==> config.mk <==
export PLATFORM = sky130hd
export DESIGN_NAME = led_blink_pulse_controller_core_flat
export DESIGN_NICKNAME = d
export VERILOG_FILES = /design/src/hw/rtl/lbpc_pkg.sv /design/src/hw/rtl/lbpc_if.sv /design/src/hw/rtl/led_blink_pulse_controller_core.sv /design/src/flat_wrapper.sv
export SDC_FILE = /design/constraint.sdc
export NUM_CORES = 1
export LEC_CHECK = 0
export ABC_AREA = 1
export BUFFER_PORTS_ARGS = -buffer_cell sky130_fd_sc_hd__buf_2
export CORE_UTILIZATION = 60
export DETAILED_ROUTE_END_ITERATION = 10
export MAX_ROUTING_LAYER = met4
export PLACE_DENSITY_LB_ADDON = 0.12
export SYNTH_ARGS = -nofsm -noshare
export SYNTH_HDL_FRONTEND = slang
export SYNTH_SLANG_ARGS = --single-unit
==> constraint.sdc <==
create_clock -name i_clk -period 6.2 [get_ports i_clk]
set_input_delay 0.62 -clock i_clk [delete_from_list [all_inputs] [get_ports i_clk]]
set_output_delay 0.62 -clock i_clk [all_outputs]
set_load 0.03 [all_outputs]
==> src/hw/rtl/lbpc_pkg.sv <==
`timescale 1ns / 1ps
// ----------------------------------------------------------------------------
// lbpc_pkg
// types, widths and reset values shared by the led channel controller
// ----------------------------------------------------------------------------
package lbpc_pkg;

    localparam int TIME_BITS  = 24;
    localparam int CFG_DATA_W = 24;
    localparam int CFG_IDX_W  = 3;
    localparam int LEVEL_W    = 8;

    typedef logic [TIME_BITS-1:0]  t_time;
    typedef logic [LEVEL_W-1:0]    t_level;
    typedef logic [CFG_DATA_W-1:0] t_cfg_data;

    typedef enum logic [2:0] {
        M_OFF    = 3'd0,
        M_ON     = 3'd1,
        M_DIM    = 3'd2,
        M_BRIGHT = 3'd3,
        M_BLINK  = 3'd4,
        M_BBLINK = 3'd5,
        M_DBLINK = 3'd6,
        M_PULSE  = 3'd7
    } t_mode;

    typedef enum logic [1:0] {
        P_OFF    = 2'd0,
        P_ON     = 2'd1,
        P_DIM    = 2'd2,
        P_BRIGHT = 2'd3
    } t_phase;

    typedef enum logic [CFG_IDX_W-1:0] {
        R_IS_PWM       = 3'd0,
        R_INVERTED     = 3'd1,
        R_BRIGHT_LEVEL = 3'd2,
        R_DIM_LEVEL    = 3'd3,
        R_ON_TICKS     = 3'd4,
        R_OFF_TICKS    = 3'd5
    } t_cfg_idx;

    localparam logic REQ_TICK = 1'b0;
    localparam logic REQ_CMD  = 1'b1;

    localparam logic   RST_IS_PWM   = 1'b1;
    localparam logic   RST_INVERTED = 1'b0;
    localparam t_level RST_BRIGHT   = 8'd255;
    localparam t_level RST_DIM      = 8'd32;
    localparam t_time  RST_TICKS    = t_time'(500);
    localparam t_level LEVEL_MAX    = 8'd255;

endpackage

==> src/hw/rtl/lbpc_if.sv <==
`timescale 1ns / 1ps
// ----------------------------------------------------------------------------
// lbpc interfaces
// request, result and configuration channels of the led channel controller
// ----------------------------------------------------------------------------
interface lbpc_req_if;
    logic       valid;
    logic       ready;
    logic       req_type;
    logic [3:0] mode_code;

    modport source (output valid, output req_type, output mode_code, input ready);
    modport sink   (input valid, input req_type, input mode_code, output ready);
endinterface

interface lbpc_rsp_if;
    logic       valid;
    logic       ready;
    logic [7:0] drive_level;
    logic [1:0] lamp_phase;
    logic       status;

    modport source (output valid, output drive_level, output lamp_phase, output status,
                    input ready);
    modport sink   (input valid, input drive_level, input lamp_phase, input status,
                    output ready);
endinterface

interface lbpc_cfg_if;
    logic                            valid;
    logic                            ready;
    logic [lbpc_pkg::CFG_IDX_W-1:0]  index;
    logic [lbpc_pkg::CFG_DATA_W-1:0] data;

    modport source (output valid, output index, output data, input ready);
    modport sink   (input valid, input index, input data, output ready);
endinterface

==> src/hw/rtl/led_blink_pulse_controller_core.sv <==
`timescale 1ns / 1ps
// ----------------------------------------------------------------------------
// led_blink_pulse_controller_core
// one led channel: mode commands and time ticks drive a level and phase
// ----------------------------------------------------------------------------
// a request word passes the input register, then the result register, before its result word is valid
// throughput: one word per cycle while result words are taken, set by the input and result registers
// a stalled result word holds the input register, so input ready follows result ready
// reset (synchronous, i_rst_n low): registers to defaults, mode and phase off,
// countdown = off_ticks, level = off level, error clear, both stages empty
module led_blink_pulse_controller_core (
    input  logic       i_clk,
    input  logic       i_rst_n,
    lbpc_req_if.sink   i_req,
    lbpc_rsp_if.source o_rsp,
    lbpc_cfg_if.sink   i_cfg
);
    import lbpc_pkg::*;

    // configuration
    logic   r_is_pwm, r_inverted;
    t_level r_bright, r_dim;
    t_time  r_on_ticks, r_off_ticks;

    // channel state
    t_mode  r_mode,  n_mode;
    t_phase r_phase, n_phase;
    t_time  r_count, n_count;
    t_level r_level, n_level;
    logic   r_error, n_error;

    // input register
    logic       r_in_valid;
    logic       r_in_type;
    logic [3:0] r_in_mode;

    // result register
    logic       r_out_valid;
    t_level     r_out_level;
    t_phase     r_out_phase;
    logic       r_out_status;

    logic       adv;
    logic       cfg_wr;
    t_cfg_idx   cfg_idx;
    t_level     cfg_lvl;
    t_mode      cmd_mode;
    t_phase     go_phase;
    logic       go_on_ticks;
    logic       go_en;
    t_level     lvl_off, lvl_on, lvl_bright, lvl_dim;

    assign adv        = r_in_valid && (!r_out_valid || o_rsp.ready);
    assign i_req.ready = !r_in_valid || adv;
    assign i_cfg.ready = 1'b1;
    assign cfg_wr     = i_cfg.valid && !r_error;
    assign cfg_idx    = t_cfg_idx'(i_cfg.index);
    assign cfg_lvl    = i_cfg.data[LEVEL_W-1:0];

    assign o_rsp.valid       = r_out_valid;
    assign o_rsp.drive_level = r_out_level;
    assign o_rsp.lamp_phase  = r_out_phase;
    assign o_rsp.status      = r_out_status;

    assign lvl_off    = {{(LEVEL_W-1){r_inverted && r_is_pwm}}, r_inverted};
    assign lvl_on     = {{(LEVEL_W-1){!r_inverted && r_is_pwm}}, !r_inverted};
    assign lvl_bright = r_inverted ? LEVEL_MAX - r_bright : r_bright;
    assign lvl_dim    = r_inverted ? LEVEL_MAX - r_dim : r_dim;

    // command folding for on/off leds
    always_comb begin
        cmd_mode = t_mode'(r_in_mode[2:0]);
        if (!r_is_pwm) begin
            unique case (t_mode'(r_in_mode[2:0]))
                M_BRIGHT:                    cmd_mode = M_ON;
                M_DIM:                       cmd_mode = M_OFF;
                M_BBLINK, M_DBLINK, M_PULSE: cmd_mode = M_BLINK;
                default: ;
            endcase
        end
    end

    // next phase selection
    always_comb begin
        go_en       = 1'b0;
        go_phase    = P_OFF;
        go_on_ticks = 1'b0;
        if (adv && !r_error) begin
            if (r_in_type == REQ_CMD) begin
                if (!r_in_mode[3]) begin
                    go_en = 1'b1;
                    unique case (cmd_mode)
                        M_OFF:    begin go_phase = P_OFF;    go_on_ticks = 1'b0; end
                        M_ON:     begin go_phase = P_ON;     go_on_ticks = 1'b1; end
                        M_DIM:    begin go_phase = P_DIM;    go_on_ticks = 1'b0; end
                        M_BRIGHT: begin go_phase = P_BRIGHT; go_on_ticks = 1'b1; end
                        M_BLINK: begin
                            if (r_phase == P_DIM || r_phase == P_OFF) begin
                                go_phase = P_ON;  go_on_ticks = 1'b1;
                            end else begin
                                go_phase = P_OFF; go_on_ticks = 1'b0;
                            end
                        end
                        M_BBLINK: begin
                            if (r_phase == P_BRIGHT) begin
                                go_phase = P_OFF;    go_on_ticks = 1'b0;
                            end else begin
                                go_phase = P_BRIGHT; go_on_ticks = 1'b1;
                            end
                        end
                        M_DBLINK: begin
                            if (r_phase == P_DIM) begin
                                go_phase = P_OFF; go_on_ticks = 1'b0;
                            end else begin
                                go_phase = P_DIM; go_on_ticks = 1'b1;
                            end
                        end
                        M_PULSE: begin
                            if (r_phase == P_DIM || r_phase == P_OFF) begin
                                go_phase = P_DIM;    go_on_ticks = 1'b0;
                            end else begin
                                go_phase = P_BRIGHT; go_on_ticks = 1'b1;
                            end
                        end
                        default: go_en = 1'b0;
                    endcase
                end
            end else if (r_mode[2] && r_count == '0) begin
                go_en = 1'b1;
                unique case (r_mode)
                    M_BLINK: begin
                        if (r_phase == P_ON) begin
                            go_phase = P_OFF; go_on_ticks = 1'b0;
                        end else begin
                            go_phase = P_ON;  go_on_ticks = 1'b1;
                        end
                    end
                    M_BBLINK: begin
                        if (r_phase == P_BRIGHT) begin
                            go_phase = P_OFF;    go_on_ticks = 1'b0;
                        end else begin
                            go_phase = P_BRIGHT; go_on_ticks = 1'b1;
                        end
                    end
                    M_DBLINK: begin
                        if (r_phase == P_DIM) begin
                            go_phase = P_OFF; go_on_ticks = 1'b0;
                        end else begin
                            go_phase = P_DIM; go_on_ticks = 1'b1;
                        end
                    end
                    default: begin
                        if (r_phase == P_BRIGHT) begin
                            go_phase = P_DIM;    go_on_ticks = 1'b0;
                        end else begin
                            go_phase = P_BRIGHT; go_on_ticks = 1'b1;
                        end
                    end
                endcase
            end
        end
    end

    // state update
    always_comb begin
        n_mode  = r_mode;
        n_phase = r_phase;
        n_count = r_count;
        n_level = r_level;
        n_error = r_error;
        if (adv && !r_error) begin
            if (r_in_type == REQ_CMD) begin
                if (r_in_mode[3]) begin
                    n_error = 1'b1;
                end else begin
                    n_mode = cmd_mode;
                end
            end else if (r_mode[2] && r_count != '0) begin
                n_count = r_count - t_time'(1);
            end
        end
        if (go_en) begin
            n_phase = go_phase;
            n_count = go_on_ticks ? r_on_ticks : r_off_ticks;
            unique case (go_phase)
                P_OFF:    n_level = lvl_off;
                P_ON:     n_level = lvl_on;
                P_DIM:    n_level = lvl_dim;
                P_BRIGHT: n_level = lvl_bright;
                default:  n_level = lvl_off;
            endcase
        end
        // level writes show at once in the matching phase
        if (cfg_wr && cfg_idx == R_BRIGHT_LEVEL && r_phase == P_BRIGHT) begin
            n_level = r_inverted ? LEVEL_MAX - cfg_lvl : cfg_lvl;
        end
        if (cfg_wr && cfg_idx == R_DIM_LEVEL && r_phase == P_DIM) begin
            n_level = r_inverted ? LEVEL_MAX - cfg_lvl : cfg_lvl;
        end
    end

    // configuration registers
    always_ff @(posedge i_clk) begin
        if (!i_rst_n) begin
            r_is_pwm    <= RST_IS_PWM;
            r_inverted  <= RST_INVERTED;
            r_bright    <= RST_BRIGHT;
            r_dim       <= RST_DIM;
            r_on_ticks  <= RST_TICKS;
            r_off_ticks <= RST_TICKS;
        end else if (cfg_wr) begin
            unique case (cfg_idx)
                R_IS_PWM:       r_is_pwm    <= i_cfg.data[0];
                R_INVERTED:     r_inverted  <= i_cfg.data[0];
                R_BRIGHT_LEVEL: r_bright    <= cfg_lvl;
                R_DIM_LEVEL:    r_dim       <= cfg_lvl;
                R_ON_TICKS:     r_on_ticks  <= t_time'(i_cfg.data);
                R_OFF_TICKS:    r_off_ticks <= t_time'(i_cfg.data);
                default: ;
            endcase
        end
    end

    // channel state
    always_ff @(posedge i_clk) begin
        if (!i_rst_n) begin
            r_mode  <= M_OFF;
            r_phase <= P_OFF;
            r_count <= RST_TICKS;
            r_level <= {{(LEVEL_W-1){RST_INVERTED && RST_IS_PWM}}, RST_INVERTED};
            r_error <= 1'b0;
        end else begin
            r_mode  <= n_mode;
            r_phase <= n_phase;
            r_count <= n_count;
            r_level <= n_level;
            r_error <= n_error;
        end
    end

    // input register
    always_ff @(posedge i_clk) begin
        if (!i_rst_n) begin
            r_in_valid <= 1'b0;
        end else if (i_req.ready) begin
            r_in_valid <= i_req.valid;
        end
    end

    always_ff @(posedge i_clk) begin
        if (i_req.ready && i_req.valid) begin
            r_in_type <= i_req.req_type;
            r_in_mode <= i_req.mode_code;
        end
    end

    // result register
    always_ff @(posedge i_clk) begin
        if (!i_rst_n) begin
            r_out_valid <= 1'b0;
        end else if (adv) begin
            r_out_valid <= 1'b1;
        end else if (o_rsp.ready) begin
            r_out_valid <= 1'b0;
        end
    end

    always_ff @(posedge i_clk) begin
        if (adv) begin
            r_out_level  <= n_level;
            r_out_phase  <= n_phase;
            r_out_status <= n_error;
        end
    end

    // checks
    a_error_sticky: assert property (@(posedge i_clk) disable iff (!i_rst_n)
        r_error |=> r_error)
        else $error("error flag cleared without reset");

    a_error_freeze: assert property (@(posedge i_clk) disable iff (!i_rst_n)
        r_error |=> ($stable(r_phase) && $stable(r_level) && $stable(r_count)))
        else $error("channel state changed while in error");

    a_steady_phase: assert property (@(posedge i_clk) disable iff (!i_rst_n)
        (r_mode == M_OFF && r_phase == P_OFF) || (r_mode == M_ON && r_phase == P_ON)
        || (r_mode == M_DIM && r_phase == P_DIM)
        || (r_mode == M_BRIGHT && r_phase == P_BRIGHT) || r_mode[2])
        else $error("steady mode with mismatched phase");

    a_status_error: assert property (@(posedge i_clk) disable iff (!i_rst_n)
        (r_out_valid && r_out_status) |-> r_error)
        else $error("error status reported without error flag");

endmodule
==> src/flat_wrapper.sv <==
// flat-port wrapper written by rule: the top's interface ports become plain ports
module led_blink_pulse_controller_core_flat import lbpc_pkg::*;
  (i_clk, i_rst_n, i_req_valid, i_req_req_type, i_req_mode_code, i_req_ready, o_rsp_valid, o_rsp_drive_level, o_rsp_lamp_phase, o_rsp_status, o_rsp_ready, i_cfg_valid, i_cfg_index, i_cfg_data, i_cfg_ready);
  lbpc_req_if i_req_i ();
  lbpc_rsp_if o_rsp_i ();
  lbpc_cfg_if i_cfg_i ();
  input  logic i_clk;
  input  logic i_rst_n;
  input wire logic [$bits(i_req_i.valid)-1:0] i_req_valid;
  input wire logic [$bits(i_req_i.req_type)-1:0] i_req_req_type;
  input wire logic [$bits(i_req_i.mode_code)-1:0] i_req_mode_code;
  output wire logic [$bits(i_req_i.ready)-1:0] i_req_ready;
  output wire logic [$bits(o_rsp_i.valid)-1:0] o_rsp_valid;
  output wire logic [$bits(o_rsp_i.drive_level)-1:0] o_rsp_drive_level;
  output wire logic [$bits(o_rsp_i.lamp_phase)-1:0] o_rsp_lamp_phase;
  output wire logic [$bits(o_rsp_i.status)-1:0] o_rsp_status;
  input wire logic [$bits(o_rsp_i.ready)-1:0] o_rsp_ready;
  input wire logic [$bits(i_cfg_i.valid)-1:0] i_cfg_valid;
  input wire logic [$bits(i_cfg_i.index)-1:0] i_cfg_index;
  input wire logic [$bits(i_cfg_i.data)-1:0] i_cfg_data;
  output wire logic [$bits(i_cfg_i.ready)-1:0] i_cfg_ready;
  assign i_req_i.valid = i_req_valid;
  assign i_req_i.req_type = i_req_req_type;
  assign i_req_i.mode_code = i_req_mode_code;
  assign i_req_ready = i_req_i.ready;
  assign o_rsp_valid = o_rsp_i.valid;
  assign o_rsp_drive_level = o_rsp_i.drive_level;
  assign o_rsp_lamp_phase = o_rsp_i.lamp_phase;
  assign o_rsp_status = o_rsp_i.status;
  assign o_rsp_i.ready = o_rsp_ready;
  assign i_cfg_i.valid = i_cfg_valid;
  assign i_cfg_i.index = i_cfg_index;
  assign i_cfg_i.data = i_cfg_data;
  assign i_cfg_ready = i_cfg_i.ready;
  led_blink_pulse_controller_core u_core (.i_clk(i_clk), .i_rst_n(i_rst_n), .i_req(i_req_i), .o_rsp(o_rsp_i), .i_cfg(i_cfg_i));
endmodule
[Yosys cells after proc, flatten, opt, wreduce, memory -nomap -nowiden]
Cells that the tools add are included.
Operators by class
  mux-type cells: 47
  reduce and logical (&&, ||, !) cells: 39
  add/sub/neg operators: 4
  equal/unequal tests: 27
  bitwise operators: 1
Operator list (count)
  $mux W24: 5
  $mux W8: 6
  $eq A3 B3 Y1 const B: 12
  $pmux W8 S4: 1
  $logic_not A24 Y1: 1
  $reduce_bool A24 Y1: 1
  $sub A24 B1 Y24 const B: 1
  $sub A8 B8 Y8 const A: 3
  $mux W1: 22
  $eq A3 B2 Y1 const B: 6
  $pmux W2 S8: 1
  $mux W2: 7
  $logic_and A1 B1 Y1: 12
  $reduce_and A2 Y1: 6
  $pmux W3 S3: 1
  $eq A2 B2 Y1 const B: 4
  $eq A3 B1 Y1 const B: 2
  $logic_not A3 Y1: 2
  $pmux W1 S6: 1
  $pmux W2 S3: 1
  $reduce_and A3 Y1: 2
  $reduce_bool A2 Y1: 3
  $eq A2 B1 Y1 const B: 2
  $logic_not A1 Y1: 4
  8 further kinds: 12
Storage, ports and cells
  word-level logic and storage cells: 136
  flip-flop bits (word level): 122
  output and inout bits: 14

[Longest topological paths before layout]
Gate-level depths: netlist (run 1).
  depth after elaboration: 14
  gate-level depth with buffers: 18
  depth with buffers taken out: 18

[Least setup slack after synthesis (run 1)]
Ideal clock, no wire load.
  path type: input port to flip-flop
  start: input port o_rsp_ready
  end: register u_core.r_out_level[5] (netlist: u_core.o_rsp.drive_level[5]) (data pin)
  setup time: 0.252 ns
  arrival time: 1.892 ns
  slack: 4.056 ns
  required time: 5.948 ns
  path buffers: 1
  stages on the path: 16
  cells stage by stage: inv_1 -> nand2_1 -> nand2_1 -> nor2_1 -> inv_1 -> a21oi_2 -> nand3_4 -> buf_6 -> nand4_4 -> nand2_1 -> inv_2 -> nand2_1 -> nand2_1 -> nand2_1 -> nand2_1 -> inv_1
Between the ends
  longest elaborated chain between the ends: 9
  elaborated cells on any way between the ends: 13
  those cells by class: 3 x eq/ne; 6 x mux; 4 x reduce/logical
Ends and longest elaborated chain
  from (decl): line flat_wrapper.sv:17  | input wire logic [$bits(o_rsp_i.ready)-1:0] o_rsp_ready;
  $logic_or A1 B1 Y1 (*): line led_blink_pulse_controller_core.sv:53  | assign adv = r_in_valid && (!r_out_valid || o_rsp.ready);
  $logic_and A1 B1 Y1 (*): line led_blink_pulse_controller_core.sv:53
  $logic_and A1 B1 Y1 (*): line led_blink_pulse_controller_core.sv:88  | if (adv && !r_error) begin
  $mux W2: line led_blink_pulse_controller_core.sv:88
  $eq A2 B2 Y1, or another cell as far along: line led_blink_pulse_controller_core.sv:185  | unique case (go_phase)
  $pmux W8 S4: line led_blink_pulse_controller_core.sv:185
  $mux W8 (*): line led_blink_pulse_controller_core.sv:182  | if (go_en) begin
  $mux W8 (*): line led_blink_pulse_controller_core.sv:194  | if (cfg_wr && cfg_idx == R_BRIGHT_LEVEL && r_phase == P_BRIGHT) begin
  $mux W8 (*): line led_blink_pulse_controller_core.sv:197  | if (cfg_wr && cfg_idx == R_DIM_LEVEL && r_phase == P_DIM) begin
  net u_core.n_level[5]: line led_blink_pulse_controller_core.sv:29  | t_level r_level, n_level;
  to (signal assigned): line led_blink_pulse_controller_core.sv:270  | r_out_level <= n_level;
  to (decl): line led_blink_pulse_controller_core.sv:39  | t_level r_out_level;
Mark *: on every way through the listed nets, which the timed path passes. The rest lies on a longest branch.
A chain may end at the register's enable or synchronous reset.

[Worst setup path in the final report (run 1)]
  start: register u_core.r_count[0]
  end: register u_core.r_out_level[5] (netlist: u_core.o_rsp.drive_level[5]) (data pin)
Between the ends
  longest elaborated chain between the ends: 10
  elaborated cells on any way between the ends: 16
  those cells by class: 3 x eq/ne; 10 x mux; 3 x reduce/logical
Ends and longest elaborated chain
  from (decl): line led_blink_pulse_controller_core.sv:28  | t_time r_count, n_count;
  from (signal assigned): line led_blink_pulse_controller_core.sv:235  | r_count <= n_count;
  $logic_not A24 Y1 (*): line led_blink_pulse_controller_core.sv:128  | end else if (r_mode[2] && r_count == '0) begin
  $logic_and A1 B1 Y1 (*): line led_blink_pulse_controller_core.sv:128
  $mux W2: line led_blink_pulse_controller_core.sv:128
  $mux W2: line led_blink_pulse_controller_core.sv:89  | if (r_in_type == REQ_CMD) begin
  $mux W2: line led_blink_pulse_controller_core.sv:88
  $eq A2 B2 Y1, or another cell as far along: line led_blink_pulse_controller_core.sv:185
  $pmux W8 S4: line led_blink_pulse_controller_core.sv:185
  $mux W8 (*): line led_blink_pulse_controller_core.sv:182
  $mux W8 (*): line led_blink_pulse_controller_core.sv:194
  $mux W8 (*): line led_blink_pulse_controller_core.sv:197
  net u_core.n_level[5]: line led_blink_pulse_controller_core.sv:29
Marked as above.

==> metrics.txt, run 1 <==
status completed; core area approximately 0.0099 mm2; Synth cell types 47; Filler cells between 800 and 900; Final Hold Viols 0; max-slew violation count 0; flop-to-flop setup slack ~3.1 ns; hpwl dp between 9000 and 10000 um; WP data arrival approximately 3.4 ns; initial core utilization 0.626; Max Root-Sink Buffers 2; root buffer cell clkbuf_8; max cap viols 0; Sw Share 0.243; Internal Power between 1.5 and 2 mW; fin cells 1023; clock skew around 0.0087 ns; WHS Endpoint u_core.r_in_mode[3]; 1st-iter DRT viols roughly 440; top_reg_cell synth dfxtp_1; PwrDens between 200 and 300 mW/mm2; register share of total power 0.430; Top cell by count, worst path nand2_1; Synth-to-Final Area Change 13.4%; CTS Buf Count 17; Resize count post-CTS 0; Slew @ Worst Pin 0.949 ns; asr flop ratio synth 0; DRT antenna net count 0; Post-Place Worst Slack 3.03 ns; H-tree levels 4; Cell Rows 36; Mapped Nets 882; post-synthesis register bit count around 120; Clk pin slew, worst setup/hold paths around 0.06 ns; clk_lat worst skew roughly 0.53 ns; min-delay src i_req_mode_code[3]; Worst Slack Setup Final ~3 ns; DR WL/cell between 10 and 15 um; hold path depth 1; # IOs between 50 and 60; Ys Warns 0; Reg2Reg Depth 17; # hold bufs at CTS 0; most frequent cells in the layout nand2_1, nor2_1, dfxtp_1; gr ovfl total 0; die width 104 um; Critical R2R Capture u_core.o_rsp.drive_level[5]; Worst Hold Slack about 0.27 ns; Worst EP required 6.48 ns; Syn Inst Count roughly 840; die area between 0.01 and 0.015 mm2; Combinational Power Share 0.092; DR vias ~5700; vias per cell roughly 5.6; CP Cell Sequence inv_1 > ha_1 > nand2_2 > nor2_4 > nand2_4 > nor2_8 > nand3_4 > nand2_4 > nand2_2 > inv_2 > nand2_1 > inv_2 > nand2_1 > nand2_1 > nand2_1 > nand2_1 > inv_1; DRC 0; clk sinks 122; number of global-route vias before repair 5142; crit end category flop; commonest non-fill, non-tap cell in the layout nand2_1; CTS tree yes; peak supply drop roughly 0.16 mV; synthesized area 0.00621 mm2; final core utilization 0.710; Period minus WS final approximately 3.1 ns; first-pass GRT wire length about 25000 um; Syn Area/Cell 7.35 um2; largest net degree at the start of global routing 85; fin crit share 0.505; TNS Setup 0 ns; Synth area leaders dfxtp_1, nand2_1, edfxtp_1; drt total wl about 15000 um; # diodes 0; Placer Congestion around 0.9; height of the die 104 um; fraction of layout cells with a size suffix above 1 0.162; drt first pass iters 8; GRT Total Usage 0.297; Final Setup Violations 0; Worst slew margin 0.367; Psw 0.483 mW; IO Port Bufs 49; Worst Path Buf+Inv 4; slowest CP cell inv_2; Tightest Hold Check Type primary input to flop; area leader, netlist dfxtp_1; CP Launch Type flop; Seq/Total Area, Yosys 0.419; final net count 916; Post-synth EDFFs 16; crit-path max FO 43; Max Clock Freq between 300 and 400 MHz; antenna violations before repair 0; worst r2r src u_core.r_count[0]; postcts setup bufs 0; CP Class flop to flop; area fraction of the dominant cell type after synthesis 0.342; unrepaired setup endpoints after global routing false; CP peak stage delay 0.70 ns; power share of the clock group 0.477; DP Cell Count a little under 1000; leakage dissipation 3.18 nW; critical path's top delay family simple AND/OR/NAND/NOR gates
==> routing by layer <==
layer,wire (um),global-route usage,vias up
met5,0,-,-
met4,236,0.0990,0
met3,980,0.0724,26
met2,6690,0.426,194
met1,7210,0.409,2687
li1,-,-,2839
==> per-stage QoR <==
stage / area, um2 / power (mW)
after floorplan: 6210 / 0.999
after global placement: 6460 / 1.04
after detailed placement: 6460 / 1.05
after CTS: 7040 / 1.99
after global routing: 7040 / 2.06
final: 7040 / 1.99
==> area by class of cell <==
cell class	count	area [um2]	share of cell area
Clock buffer	24	480	0.0683
Clock inverter	7	91.3	0.0130
Inverter	71	269	0.0382
Multi-Input combinational cell	611	3140	0.446
Sequential cell	122	2600	0.370
Tap cell	133	166	0.0237
Timing Repair Buffer	55	290	0.0413
==> cells by family (layout without fill, tap and decap cells) <==
logic type | count (synthesis) | count (layout) | share of synthesized area
fa+ha+maj | 1 | 1 | 0.00202
buf+inv | 111 | 157 | 0.0762
xor+xnor | 33 | 33 | 0.0466
flops | 122 | 122 | 0.419
compound gates | 186 | 186 | 0.165
other cells | 1 | 1 | 0.000604
simple gates | 390 | 390 | 0.291
==> state kept, by name, summed over array words and instances, names as in the netlist <==
signal / cells
u_core.o_rsp.valid: 1
u_core.r_error: 1
u_core.r_is_pwm: 1
u_core.o_rsp.drive_level: 8
u_core.r_count: 24
u_core.r_bright: 8
u_core.r_on_ticks: 24
u_core.r_inverted: 1
u_core.r_dim: 8
u_core.r_phase: 2
u_core.r_mode: 3
u_core.o_rsp.lamp_phase: 2
u_core.r_off_ticks: 24
u_core.r_in_mode: 4
u_core.r_in_valid: 1
u_core.r_level: 8
u_core.r_in_type: 1
u_core.o_rsp.status: 1
==> how the worst max path moves through the flow <==
stage / from / end / cells past startpoint
after floorplan: o_rsp_ready / u_core.o_rsp.drive_level[5] / 16
after global placement: o_rsp_ready / u_core.o_rsp.drive_level[5] / 16
after detailed placement: o_rsp_ready / u_core.o_rsp.drive_level[5] / 16
after CTS: u_core.r_count[0] / u_core.o_rsp.drive_level[5] / 17
after global routing: u_core.r_count[0] / u_core.o_rsp.drive_level[5] / 17
final: u_core.r_count[0] / u_core.o_rsp.drive_level[5] / 17
==> power by group through the flow <==
stage	Sequential [mW]	Clock, mW	Combinational, mW
after global routing	0.858	0.996	0.203
after global placement	0.869	0	0.174
after CTS	0.854	0.954	0.182
final	0.855	0.948	0.183
after detailed placement	0.870	0	0.180
after floorplan	0.874	0	0.126
==> synth_stat cells (2+ instances only) <==
master	count
nand2_1	160
nor2_1	127
dfxtp_1	106
o21ai_0	76
a21oi_1	63
nand3_1	54
inv_1	53
clkbuf_1	24
xor2_1	23
o21ai_1	18
edfxtp_1	16
inv_2	16
xnor2_1	10
nand2_2	8
nand4_1	8
buf_2	7
nor2_2	7
o211ai_1	7
a21oi_2	6
o21bai_1	5
a31oi_1	4
nor3_4	4
buf_4	3
buf_6	3
nand2_4	3
nand3_2	3
nand3_4	3
nor3_1	3
buf_1	2
nor2_4	2
nor2_8	2
o31ai_1	2
or2_2	2
Power figures use the tool's default switching activity.
==> run 2: changes to the inputs <==
==> constraint.sdc (replaced) <==
create_clock -name i_clk -period 3.1 [get_ports i_clk]
set_input_delay 0.31 -clock i_clk [delete_from_list [all_inputs] [get_ports i_clk]]
set_output_delay 0.31 -clock i_clk [all_outputs]
set_load 0.03 [all_outputs]
==> run 2 against run 1 <==
Compared with the run above: largest cell class unchanged; die area is the same; sequential cell count is the same; count of clock-buffer cells in the layout shrank 2; non-clock buffer count grew 8; routed wire length grew 2.5%; setup slack lost 2.5 ns; sequential power grew 100%; largest power group unchanged; register-to-register slack lost 2.5 ns.
==> metrics.txt, run 2 (synthesized netlist as in run 1, its figures left out) <==
peak supply drop between 0.4 and 0.5 mV; Worst Hold Slack 0.0147 ns; clk sinks between 100 and 150; H-tree levels 4; fraction of layout cells with a size suffix above 1 0.161; Resize count post-CTS 0; die width 104 um; leakage dissipation approximately 3.2 nW; GRT Total Usage 0.310; Internal Power approximately 3.0 mW; Worst EP required 3.55 ns; max-slew violation count 0; Top cell by count, worst path nand2_4; DRC 0; fin cells about 1000; first-pass GRT wire length ~26000 um; Final Setup Violations 0; CP Cell Sequence inv_1 > ha_1 > nand2_2 > nor2_4 > nand2_4 > nor2_8 > nand3_4 > nand2_4 > nand2_2 > a21oi_4 > nand2_4 > inv_4 > nand2_1 > nand3_1 > nand3_1 > a21oi_1; clock skew 0.0115 ns; drt total wl around 15000 um; postcts setup bufs 0; 1st-iter DRT viols between 400 and 500; Worst Slack Setup Final ~0.54 ns; Post-Place Worst Slack 0.466 ns; Filler cells between 800 and 900; fin area 0.00710 mm2; final net count just over 900; # diodes 0; Slew @ Worst Pin between 0.9 and 1 ns; initial core utilization 0.626; crit-path max FO 35; DR vias 5782; Psw approximately 1 mW; WP data arrival between 3 and 4 ns; Placement Cell Area around 0.0065 mm2; vias per cell 5.61; fin crit share 0.825; hpwl dp slightly above 10000 um; gr ovfl total 0; antenna violations before repair 0; CTS Buf Count 17; CP peak stage delay between 0.3 and 0.4 ns; crit end category flop; top flop regs u_core.r_count: 24 flops, u_core.r_off_ticks: 24 flops, u_core.r_on_ticks: 24 flops; Placer Congestion between 0.8 and 0.9; Tightest Hold Check Type primary input to flop; Final Hold Viols 0; Max Root-Sink Buffers 2; # hold bufs at CTS 6; Sw Share 0.249; CP Class flop to flop; DR WL/cell around 15 um; commonest non-fill, non-tap cell in the layout nand2_1; register share of total power 0.433; Period minus WS final between 2 and 3 ns; TNS Setup 0 ns; max cap viols 0; Cell Rows 36; number of global-route vias before repair between 5000 and 6000; Combinational Power Share 0.095; DRT antenna net count 0; largest net degree at the start of global routing between 80 and 90; slowest CP cell dfxtp_1; core area about 0.0099 mm2; root buffer cell clkbuf_8; clk_lat worst skew about 0.54 ns; most frequent cells in the layout nand2_1, nor2_1, dfxtp_1; height of the die slightly above 100 um; Clk pin slew, worst setup/hold paths 0.06 ns; die area about 0.011 mm2; PwrDens ~560 mW/mm2; unrepaired setup endpoints after global routing false; Max Clock Freq around 390 MHz; DP Cell Count slightly below 1000; drt first pass iters 5; Worst slew margin 0.358; Synth-to-Final Area Change 14.4%; # IOs 51; power share of the clock group 0.472; CP Launch Type flop; IO Port Bufs about 50; status completed; CTS tree yes
[run 2: cell types whose count changed in the layout (fill, tap and decap cells not counted)]
cell           before  now
clkinv_4            1    0
dlygate4sd3_1       0    6
buf_12              0    1
clkinvlp_4          1    2
clkbuf_1            3    4
buf_4               6    7
clkbuf_16          16   17
clkinv_2            3    4
clkbuf_8            5    1
[run 2: path summary, 6_finish.rpt]
| path | cells after the start | end | slack, ns | from |
|---|---|---|---|---|
| worst min register to register | 2 | u_core.r_off_ticks[19] | 0.45 | u_core.r_off_ticks[19] |
| worst max-delay path | 16 | u_core.r_count[3] | 0.54 | u_core.r_count[0] |
| worst max register to register | 16 | u_core.r_count[3] | 0.54 | u_core.r_count[0] |
| worst min-delay path | 3 | u_core.r_off_ticks[8] | 0.01 | i_cfg_data[8] |
[run 2: worst max-delay path: cells and delay by family (launching register included)]
kind / cells / cell delay (ns)
adders and majority gates: 1 / 0.20
DFF: 1 / 0.31
buffers and inverters: 2 / 0.37
AOI/OAI and AO/OA: 2 / 0.28
and+or+nand+nor: 11 / 1.28
[run 2: through the flow]
step	utilization	power, mW
final	0.717	3.95
after global routing	0.717	4.09
after CTS	0.717	3.96
after detailed placement	0.655	2.10
after global placement	0.655	2.09
after floorplan	-	2.00
[run 2: routing by layer]
metal	vias up	track usage	routed length, um
li1	2849	-	-
met1	2691	0.410	7070
met2	228	0.477	7140
met3	14	0.0686	1140
met4	0	0.0929	144
met5	-	-	0
[run 2: power groups by stage]
stage / clock, mW / sequential (mW) / combinational [mW]
after floorplan: 0 / 1.75 / 0.251
after detailed placement: 0 / 1.74 / 0.363
after global placement: 0 / 1.74 / 0.351
after global routing: 1.95 / 1.72 / 0.418
after CTS: 1.88 / 1.71 / 0.372
final: 1.87 / 1.71 / 0.375
[run 2: layout make-up]
cell class	instances	area (um2)	area share
Clock inverter	8	95.1	0.0134
Clock buffer	22	454	0.0640
Timing Repair Buffer	63	378	0.0532
Inverter	71	269	0.0379
Sequential cell	122	2600	0.367
Tap cell	133	166	0.0234
Multi-Input combinational cell	611	3140	0.442
